--- src/rtl/spq_pkg.sv ---
package spq_pkg;

    localparam int CAPACITY_DEF = 16;
    localparam int KEY_W        = 32;
    localparam int PRIO_W       = 16;
    localparam int KIND_W       = 2;
    localparam int STATUS_W     = 2;
    localparam int OCC_W        = 5;

    typedef enum logic [KIND_W-1:0] {
        KIND_INSERT = 2'd0,
        KIND_DELETE = 2'd1,
        KIND_CLEAR  = 2'd2
    } t_kind;

    typedef enum logic [STATUS_W-1:0] {
        ST_OK    = 2'd0,
        ST_EMPTY = 2'd1,
        ST_FULL  = 2'd2
    } t_status;

    typedef struct packed {
        logic signed [KEY_W-1:0]  key;
        logic signed [PRIO_W-1:0] prio;
    } t_entry;

    // one command broadcast to every cell
    typedef struct packed {
        logic   ins;
        logic   del;
        logic   clr;
        t_entry item;
    } t_cmd;

    typedef struct packed {
        t_status                 status;
        logic signed [KEY_W-1:0] removed_key;
        logic [OCC_W-1:0]        occupancy;
    } t_result;

endpackage

--- src/rtl/spq_cell.sv ---
module spq_cell #(
    parameter bit IS_HEAD = 1'b0
) (
    input  logic            i_clk,
    input  logic            i_rst_n,
    input  spq_pkg::t_cmd   i_cmd,
    input  spq_pkg::t_entry i_left,
    input  logic            i_left_valid,
    input  logic            i_left_shift,
    input  spq_pkg::t_entry i_right,
    input  logic            i_right_valid,
    output spq_pkg::t_entry o_entry,
    output logic            o_valid,
    output logic            o_shift
);

    spq_pkg::t_entry r_entry;
    logic            r_valid;
    logic            w_after;

    // head: new item goes first only on strictly smaller priority
    always_comb begin
        if (IS_HEAD) begin
            w_after = i_cmd.item.prio < r_entry.prio;
        end else begin
            w_after = r_entry.prio >= i_cmd.item.prio;
        end
    end

    assign o_shift = !r_valid || w_after;
    assign o_entry = r_entry;
    assign o_valid = r_valid;

    always_ff @(posedge i_clk) begin
        if (!i_rst_n) begin
            r_valid <= 1'b0;
        end else if (i_cmd.clr) begin
            r_valid <= 1'b0;
        end else if (i_cmd.ins && o_shift) begin
            r_valid <= i_left_shift ? i_left_valid : 1'b1;
        end else if (i_cmd.del) begin
            r_valid <= i_right_valid;
        end
    end

    always_ff @(posedge i_clk) begin
        if (i_cmd.ins && o_shift) begin
            r_entry <= i_left_shift ? i_left : i_cmd.item;
        end else if (i_cmd.del) begin
            r_entry <= i_right;
        end
    end

endmodule

--- src/rtl/spq_out_buf.sv ---
module spq_out_buf (
    input  logic             i_clk,
    input  logic             i_rst_n,
    input  logic             i_push,
    input  spq_pkg::t_result i_data,
    output logic             o_full,
    output logic             o_valid,
    input  logic             i_stall,
    output spq_pkg::t_result o_data
);

    spq_pkg::t_result r_slot0;
    spq_pkg::t_result r_slot1;
    logic [1:0]       r_cnt;
    logic [1:0]       n_cnt;
    logic             w_pop;

    assign o_valid = r_cnt != 2'd0;
    assign o_full  = r_cnt == 2'd2;
    assign o_data  = r_slot0;
    assign w_pop   = o_valid && !i_stall;

    always_comb begin
        n_cnt = r_cnt;
        if (i_push && !w_pop) begin
            n_cnt = r_cnt + 2'd1;
        end else if (!i_push && w_pop) begin
            n_cnt = r_cnt - 2'd1;
        end
    end

    always_ff @(posedge i_clk) begin
        if (!i_rst_n) begin
            r_cnt <= 2'd0;
        end else begin
            r_cnt <= n_cnt;
        end
    end

    always_ff @(posedge i_clk) begin
        if (w_pop && r_cnt == 2'd2) begin
            r_slot0 <= r_slot1;
        end else if (i_push && (r_cnt == 2'd0 || (w_pop && r_cnt == 2'd1))) begin
            r_slot0 <= i_data;
        end
        if (i_push && ((r_cnt == 2'd1 && !w_pop) || (r_cnt == 2'd2 && w_pop))) begin
            r_slot1 <= i_data;
        end
    end

endmodule

--- src/rtl/sorted_priority_queue_core.sv ---
// Sorted priority queue, ascending by signed Q8.8 priority, at most CAPACITY entries.
// Input channel: i_in_valid / o_in_stall with i_kind, i_item_key, i_item_priority.
//   kind insert places the item after entries of smaller priority (ties with the
//   head land right behind it), delete removes the head, clear empties the queue.
// Output channel: o_out_valid / i_out_stall with o_status, o_removed_key,
//   o_occupancy; exactly one result per accepted item, in order.
// Each result is registered in the output buffer when its item is accepted.
// Throughput: one item per cycle while o_in_stall is low. The queue is a row of cells
//   that all update in the cycle an item is accepted; each cell compares its priority
//   with the new one and holds or takes the new item, its left or its right neighbor.
// Results wait in a two-deep output buffer; o_in_stall rises only while both
//   slots are occupied, so a stalled receiver blocks input after two results.
// Reset (synchronous, active low) empties the queue and the output buffer;
//   the block takes items as soon as reset is released.
// Occupancy is reported modulo 32.
module sorted_priority_queue_core #(
    parameter int CAPACITY = spq_pkg::CAPACITY_DEF
) (
    input  logic                                  i_clk,
    input  logic                                  i_rst_n,
    input  logic                                  i_in_valid,
    output logic                                  o_in_stall,
    input  logic [spq_pkg::KIND_W-1:0]            i_kind,
    input  logic signed [spq_pkg::KEY_W-1:0]      i_item_key,
    input  logic signed [spq_pkg::PRIO_W-1:0]     i_item_priority,
    output logic                                  o_out_valid,
    input  logic                                  i_out_stall,
    output logic [spq_pkg::STATUS_W-1:0]          o_status,
    output logic signed [spq_pkg::KEY_W-1:0]      o_removed_key,
    output logic [spq_pkg::OCC_W-1:0]             o_occupancy
);

    localparam int CW = $clog2(CAPACITY + 1);

    logic                    w_acc;
    logic                    w_full;
    logic                    w_empty;
    logic [CW-1:0]           r_count;
    logic [CW-1:0]           n_count;
    logic [CW+spq_pkg::OCC_W-1:0] w_count_ext;
    spq_pkg::t_cmd           w_cmd;
    spq_pkg::t_result        w_res;
    spq_pkg::t_result        w_out;
    logic                    w_buf_full;
    spq_pkg::t_entry         w_entry [CAPACITY];
    logic [CAPACITY-1:0]     w_valid;
    logic [CAPACITY-1:0]     w_shift;

    assign o_in_stall = w_buf_full;
    assign w_acc      = i_in_valid && !o_in_stall;
    assign w_full     = r_count == CW'(CAPACITY);
    assign w_empty    = r_count == '0;

    always_comb begin
        w_cmd.ins       = 1'b0;
        w_cmd.del       = 1'b0;
        w_cmd.clr       = 1'b0;
        w_cmd.item.key  = i_item_key;
        w_cmd.item.prio = i_item_priority;
        w_res.status    = spq_pkg::ST_OK;
        n_count         = r_count;
        unique case (spq_pkg::t_kind'(i_kind))
            spq_pkg::KIND_INSERT: begin
                if (w_full) begin
                    w_res.status = spq_pkg::ST_FULL;
                end else begin
                    w_cmd.ins = w_acc;
                    n_count   = r_count + CW'(1);
                end
            end
            spq_pkg::KIND_DELETE: begin
                if (w_empty) begin
                    w_res.status = spq_pkg::ST_EMPTY;
                end else begin
                    w_cmd.del = w_acc;
                    n_count   = r_count - CW'(1);
                end
            end
            spq_pkg::KIND_CLEAR: begin
                w_cmd.clr = w_acc;
                n_count   = '0;
            end
            default: begin
            end
        endcase
        w_count_ext       = {{spq_pkg::OCC_W{1'b0}}, n_count};
        w_res.occupancy   = w_count_ext[spq_pkg::OCC_W-1:0];
        w_res.removed_key = w_cmd.del ? w_entry[0].key : '0;
    end

    always_ff @(posedge i_clk) begin
        if (!i_rst_n) begin
            r_count <= '0;
        end else if (w_acc) begin
            r_count <= n_count;
        end
    end

    for (genvar g = 0; g < CAPACITY; g++) begin : g_cell
        spq_pkg::t_entry w_left;
        spq_pkg::t_entry w_right;
        logic            w_left_valid;
        logic            w_left_shift;
        logic            w_right_valid;

        if (g == 0) begin : g_first
            assign w_left       = '0;
            assign w_left_valid = 1'b0;
            assign w_left_shift = 1'b0;
        end else begin : g_mid
            assign w_left       = w_entry[g-1];
            assign w_left_valid = w_valid[g-1];
            assign w_left_shift = w_shift[g-1];
        end

        if (g == CAPACITY - 1) begin : g_last
            assign w_right       = '0;
            assign w_right_valid = 1'b0;
        end else begin : g_inner
            assign w_right       = w_entry[g+1];
            assign w_right_valid = w_valid[g+1];
        end

        spq_cell #(
            .IS_HEAD (g == 0)
        ) u_cell (
            .i_clk         (i_clk),
            .i_rst_n       (i_rst_n),
            .i_cmd         (w_cmd),
            .i_left        (w_left),
            .i_left_valid  (w_left_valid),
            .i_left_shift  (w_left_shift),
            .i_right       (w_right),
            .i_right_valid (w_right_valid),
            .o_entry       (w_entry[g]),
            .o_valid       (w_valid[g]),
            .o_shift       (w_shift[g])
        );
    end

    spq_out_buf u_out_buf (
        .i_clk   (i_clk),
        .i_rst_n (i_rst_n),
        .i_push  (w_acc),
        .i_data  (w_res),
        .o_full  (w_buf_full),
        .o_valid (o_out_valid),
        .i_stall (i_out_stall),
        .o_data  (w_out)
    );

    assign o_status      = w_out.status;
    assign o_removed_key = w_out.removed_key;
    assign o_occupancy   = w_out.occupancy;

    a_count_range: assert property (@(posedge i_clk) disable iff (!i_rst_n)
        r_count <= CW'(CAPACITY))
        else $error("entry count above capacity");

    a_valid_matches_count: assert property (@(posedge i_clk) disable iff (!i_rst_n)
        $countones(w_valid) == int'(r_count))
        else $error("cell valid bits disagree with entry count");

    a_valid_prefix: assert property (@(posedge i_clk) disable iff (!i_rst_n)
        $onehot0(w_valid + 1'b1 & ~w_valid) && ((w_valid & (w_valid + 1'b1)) == '0))
        else $error("valid cells are not a prefix");

    a_delete_head_moves: assert property (@(posedge i_clk) disable iff (!i_rst_n)
        w_cmd.del && w_valid[1] |=> w_entry[0] == $past(w_entry[1]))
        else $error("delete did not advance the second entry to the head");

endmodule
--- config.mk ---
export PLATFORM = sky130hd
export DESIGN_NAME = sorted_priority_queue_core
export DESIGN_NICKNAME = d
export VERILOG_FILES = /design/src/rtl/spq_pkg.sv /design/src/rtl/spq_cell.sv /design/src/rtl/spq_out_buf.sv /design/src/rtl/sorted_priority_queue_core.sv
export SDC_FILE = /design/constraint.sdc
export NUM_CORES = 2
export LEC_CHECK = 0
export BUFFER_PORTS_ARGS = -buffer_cell sky130_fd_sc_hd__buf_2
export CELL_PAD_IN_SITES_DETAIL_PLACEMENT = 1
export CELL_PAD_IN_SITES_GLOBAL_PLACEMENT = 1
export CORE_MARGIN = 2
export CORE_UTILIZATION = 40
export CTS_CLUSTER_DIAMETER = 100
export DETAILED_ROUTE_END_ITERATION = 8
export HOLD_SLACK_MARGIN = 0.05
export PLACE_DENSITY = 0.66
export SLEW_MARGIN = 20
export SYNTH_ARGS = -nofsm -noshare
export SYNTH_HDL_FRONTEND = slang
export SYNTH_SLANG_ARGS = --single-unit
--- constraint.sdc ---
create_clock -name i_clk -period 9 [get_ports i_clk]
set_input_delay 1.35 -clock i_clk [delete_from_list [all_inputs] [get_ports i_clk]]
set_output_delay 1.35 -clock i_clk [all_outputs]
set_load 0.02 [all_outputs]
======== Yosys cells after proc, flatten, opt, wreduce, memory -nomap -nowiden ========
Cells that the tools add are included.
word-level totals
  flip-flop bits (word level) ............. 869
  input bits .............................. 54
  output and inout port bits .............. 41
  logic and storage cells ................. 278
cells by class
  add/subtract/negate cells ............... 4
  magnitude comparators ................... 16
  equality and inequality tests ........... 5
  mux-type cells .......................... 110
  bitwise gates (word level) .............. 1
  reductions and logical operators ........ 86
operator list
  kind                                              count
  two-way mux 48 bit                                47
  greater-or-equal comparator 16 bit                15
  two-way mux 39 bit                                2
  two-way mux 1 bit                                 53
  nonzero test 2 bit                                19
  two-way mux 32 bit                                1
  logical AND 1 bit                                 25
  zero test 1 bit                                   20
  logical OR 1 bit                                  18
  less-than comparator 16 bit                       1
  one-hot mux 5 bit (3 select lines)                1
  two-way mux 5 bit                                 2
  two-way mux 2 bit                                 3
  adder 5 x 1 -> 5 bit, second input constant       1
  == test 5 bit, second input constant              1
  zero test 5 bit                                   1
  subtractor 5 x 1 -> 5 bit, second input constant  1
  == test 2 x 1 -> 1 bit, second input constant     2
  == test 2 bit, second input constant              2
  zero test 2 bit                                   2
  one-hot mux 2 bit (2 select lines)                1
  adder 2 x 1 -> 2 bit, second input constant       1
  OR reduction 2 bit                                1
  subtractor 2 x 1 -> 2 bit, second input constant  1
  NOT 1 bit                                         1

======== Logic depth before layout (Yosys ltp) ========
  depth in word-level cells ............... 8
  depth in mapped cells ................... 13
  mapped depth without buffers ............ 9

======== Cells and area by module ========
Synthesis repeated with hierarchy kept, for this count alone.
second synthesis, totals
  cells, all modules ...................... 4335
  area, all modules ....................... 55207.9 µm²
by module, submodules not included
  module                            times used  cells each  area an instance (µm²)  sequential area each (µm²)
  spq_cell (g_cell[1].u_cell ...)   9           238         3260.6                  1461.4
  spq_cell (g_cell[10].u_cell ...)  6           286         3093.0                  1461.4
  spq_cell (g_cell[0].u_cell)       1           220         3309.4                  1461.4
  spq_out_buf                       1           146         3230.6                  2382.3
  sorted_priority_queue_core        1           111         764.5                   100.1

======== Worst setup path after synthesis ========
Ideal clock, no wire load.
  path kind ............................... in2reg
  start point ............................. input i_item_priority[15] (netlist bit)
  end point ............................... register g_cell[10].u_cell.r_valid
  library setup time ...................... 0.302 ns
  arrival ................................. 7.125 ns
  setup slack ............................. 1.573 ns
  cell stages on the path ................. 11
  cell sequence ........................... inv_1 -> ha_1 -> nand4_1 -> o41ai_1 -> nor2_1 -> and4_1 -> or2_2 -> clkbuf_1 -> buf_2 -> o21ai_0 -> o22ai_1
between the ends
  longest elaborated chain between the ends .. 4
  elaborated cells on any way between the ends .. 8
ends and longest elaborated chain
  what                                                            line                              text
  start, declared                                                 sorted_priority_queue_core.sv:25  input logic signed [spq_pkg::PRIO_W-1:0] i_item_priority,
  greater-or-equal comparator 16 bit                              spq_cell.sv:26                    w_after = r_entry.prio >= i_cmd.item.prio;
  logical OR 1 bit                                                spq_cell.sv:30                    assign o_shift = !r_valid || w_after;
  two-way mux 1 bit / logical AND 1 bit (equally long branches)   spq_cell.sv:40, spq_cell.sv:39
  two-way mux 1 bit / nonzero test 2 bit (equally long branches)  --
  end signal, assigned                                            spq_cell.sv:40                    r_valid <= i_left_shift ? i_left_valid : 1'b1;
  end signal, assigned                                            spq_cell.sv:42                    r_valid <= i_right_valid;
  end, declared                                                   spq_cell.sv:18                    logic r_valid;
Several ways; a longest one is shown, not always the timed one.
A chain may end at the register's enable or synchronous reset.

======== Worst setup path after layout ========
  start point ............................. input i_item_priority[15] (netlist bit)
  end point ............................... register g_cell[1].u_cell.r_entry, in the netlist g_cell[1].u_cell.o_entry[44] (enable)
between the ends
  longest elaborated chain between the ends .. 4
ends and longest elaborated chain
  what                                line            text
  greater-or-equal comparator 16 bit  spq_cell.sv:26
  logical OR 1 bit                    spq_cell.sv:30
  logical AND 1 bit                   spq_cell.sv:47  if (i_cmd.ins && o_shift) begin
  nonzero test 2 bit (no line)        --
  end signal, assigned                spq_cell.sv:48  r_entry <= i_left_shift ? i_left : i_cmd.item;
  end signal, assigned                spq_cell.sv:50  r_entry <= i_right;
  end, declared                       spq_cell.sv:17  spq_pkg::t_entry r_entry;
Every way passes these cells.

==> impl_metrics.env <==
export IMPL_nets=4664
export IMPL_fmax_mhz=159
export IMPL_grt_max_degree=97
export IMPL_synth_top_cell_area_share=0.513
export IMPL_die_w_um=356
export IMPL_slew_headroom=0.249
export IMPL_cap_violations=0
export IMPL_ir_drop_uv=187
export IMPL_synth_cells=4432
export IMPL_drt_wl_total_um=155000
export IMPL_crit_arrival_ns=6.68
export IMPL_area_delta_synth_final_pct=10.6
export IMPL_io_buffer_count=94
export IMPL_grt_pass1_wl_um=236000
export IMPL_syn_nets=4747
export IMPL_ys_async_sr_fraction=0
export IMPL_finalCriticalPeriod_ns=6.28
export IMPL_maxSlewViolCount=0
export IMPL_tightest_slew_ns=1.13
export IMPL_ant_nets=0
export IMPL_synth_seq_cells=869
export IMPL_viasPerCell=5.95
export IMPL_start_util=0.402
export IMPL_r2r_end="g_cell[1].u_cell.o_entry[44]"
export IMPL_synth_edf_count=846
export IMPL_worstPathRequired_ns=9.40
export IMPL_power_leakage_nw=22.0
export IMPL_numCtsBuffers=97
export IMPL_status="finished clean"
export IMPL_path_buf_inv=4
export IMPL_worstSetupPathType="in -> reg"
export IMPL_slowest_delay_ns=0.94
export IMPL_clk_pin_slew_ns=0.06
export IMPL_synth_ff_type="edfxtp_1"
export IMPL_min_period_over_period=0.698
export IMPL_worst_slack_ns=2.72
export IMPL_num_vias=36100
export IMPL_fin_util=0.444
export IMPL_seq_area_frac_synth=0.523
export IMPL_gr_total_overflow=0
export IMPL_clockBufferDepth=3
export IMPL_r2r_start="g_cell[1].u_cell.o_entry[15]"
export IMPL_synth_top_area_cell="edfxtp_1"
export IMPL_crit_family="simple AND/OR/NAND/NOR gates"
export IMPL_dp_hpwl_um=104000
export IMPL_post_cts_resized=0
export IMPL_netlist_area_um2=49500
export IMPL_fin_tns_setup_ns=0
export IMPL_cts_root_buf="clkbuf_16"
export IMPL_drt_pass1_iterations=5
export IMPL_hold_end="u_out_buf.o_data[22]"
export IMPL_clk_insertion_delay_late_ns=0.72
export IMPL_critPathMostFrequentCell="buf_4"
export IMPL_p_per_area_nw_per_um2=213
export IMPL_finalSetupViolCount=0
export IMPL_fp_row_count=129
export IMPL_r2r_slack_ns=4.08
export IMPL_cp_max_fo=22
export IMPL_dp_worst_setup_slack_ns=2.21
export IMPL_grt_usage=0.241
export IMPL_drtIter0Drc=3232
export IMPL_htreeDepth=3
export IMPL_drc=0
export IMPL_wire_per_inst_um=25.5
export IMPL_skew_ns=0.0235
export IMPL_drive_gt1_frac=0.136
export IMPL_synthTopCellsByArea="edfxtp_1 51%, mux2i_1 10%, ha_1 6.6%"
export IMPL_cts_tree="done"
export IMPL_fill_cells=13200
export IMPL_first_global_vias=36600
export IMPL_cts_hold_buf=0
export IMPL_avgSynthCellArea_um2=11.2
export IMPL_floorplan_die_height_um=356
export IMPL_ioPinCount=95
export IMPL_yosysWarnings=0
export IMPL_die_area_um2=127000
export IMPL_hold_path_startpoint="u_out_buf.r_slot1[22]"
export IMPL_whs_ns=0.517
export IMPL_finalHoldViolations=0
export IMPL_crit_path_end_kind="flip-flop"
export IMPL_core_area_um2=123000
export IMPL_power_mw=11.7
export IMPL_start_kind="input pin"
export IMPL_ys_types=67
export IMPL_gp_congestion=0.888
export IMPL_antenna_found_initial=7
export IMPL_hold_path_class="reg -> reg"
export IMPL_post_cts_setup_buffers=0
export IMPL_numClockSinks=869
export IMPL_rsz0062_at_grt="no"
export IMPL_hold_depth=1
export IMPL_slowest_stage="o41ai_1"
export IMPL_worstPathCellList="buf_2 > inv_1 > buf_4 > ha_1 > nand4_1 > o41ai_1 > nand4b_1 > nand3_2 > nand2_2 > buf_4"
export IMPL_worstRegToRegCells=7
power by group:
part	internal, mW	switching (mW)	leakage [nW]	total (mW)
sequential	5.20	0.334	8.02	5.53
combinational	0.720	1.37	12.4	2.09
clock	2.29	1.76	1.54	4.05
total	8.21	3.46	22.0	11.7
worst max path at each step:
stage | slack [ns] | start | cells past startpoint | endpoint
final | 2.72 | i_item_priority[15] | 10 | g_cell[1].u_cell.o_entry[44]
after global routing | 2.50 | i_item_priority[15] | 10 | g_cell[1].u_cell.o_entry[44]
after CTS | 2.91 | i_item_priority[15] | 10 | g_cell[1].u_cell.o_entry[44]
after detailed placement | 2.21 | i_item_priority[15] | 10 | g_cell[1].u_cell.o_entry[33]
after global placement | 2.29 | i_item_priority[15] | 10 | g_cell[1].u_cell.o_entry[33]
after floorplan | 1.57 | i_item_priority[15] | 11 | g_cell[10].u_cell.o_valid
flip-flops by register name, summed over array words and instances, names as in the netlist:
name,count
u_out_buf.r_cnt,2
g_cell.u_cell.o_entry,768
u_out_buf.o_data,39
g_cell.u_cell.o_valid,16
r_count,5
u_out_buf.r_slot1,39
cell families (layout without fill, tap and decap cells):
kind of cell,Yosys count,count (layout),share of synthesized area
xor+xnor,3,3,0.000531
compound gates,1267,1267,0.144
mux,718,718,0.151
simple gates,882,882,0.0815
buf+inv,432,428,0.0345
fa+ha+maj,261,261,0.0660
flops,869,869,0.523
other cells,0,3,0
area by class of cell:
type	instances	area [um^2]	share of cell area
diodes	3	7.51	0.000137
flip-flops and latches	869	25900	0.473
multi-input cells	3131	22200	0.406
repair buffers	181	1140	0.0208
clock buffers	122	2570	0.0471
clock inverters	56	587	0.0107
inverters	69	259	0.00474
well taps	1637	2050	0.0374
worst register-to-register path: stages (launching register included):
cell      delay, ns
edfxtp_1       0.42
ha_1           0.46
nand4_1        0.23
o41ai_1        0.94
nand4b_1       0.75
nand3_2        0.63
nand2_2        0.80
buf_4          0.39
layer usage:
metal | up-vias | wire, um | share of wire | track usage
met5 | - | 0 | 0 | 0
met4 | 0 | 3160 | 0.020 | 0.0613
met3 | 203 | 9030 | 0.058 | 0.0309
met2 | 1076 | 69300 | 0.45 | 0.379
met1 | 18200 | 73400 | 0.47 | 0.351
li1 | 16600 | - | - | -
synthesized netlist by cell type, drive strengths merged (3+ instances only):
cell type and n:
nand4 43, a211oi 15, buf 99, nor3 16, a32oi 3, a21o 78, inv 69, and4 23
o211ai 21, or2 8, dfxtp 23, a31oi 149, nand2 265, o311ai 3, and3 9, mux2 214
ha 261, nand3 162, a21oi 520, a21boi 11, mux2i 504, a2111oi 3, a221oi 3, a22oi 4
a211o 9, nor2b 18, nand2b 10, o211a 7, nand4b 3, o22ai 3, o21ai 403, clkbuf 264
nor2 273, a31o 3, nor4 5, o21a 10, and2 37, nand3b 5, edfxtp 846
per-stage QoR:
| stage | instances | cell area [um^2] |
|---|---|---|
| after detailed placement | 5887 | 51500 |
| after global routing | 6066 | 54700 |
| after CTS | 6065 | 54700 |
| final | 6068 | 54700 |
| after global placement | 5887 | 51500 |
| after floorplan | 4432 | 49500 |
layout by cell type, fill, tap and decap left out, types with 149 or more instances in the layout:
cell type / count
edfxtp_1: 846
a21oi_1: 515
mux2i_1: 502
o21ai_0: 397
nor2_1: 270
ha_1: 261
nand2_1: 255
mux2_2: 213
nand3_1: 160
a31oi_1: 149
No activity file was read; power rests on OpenSTA's default activity.
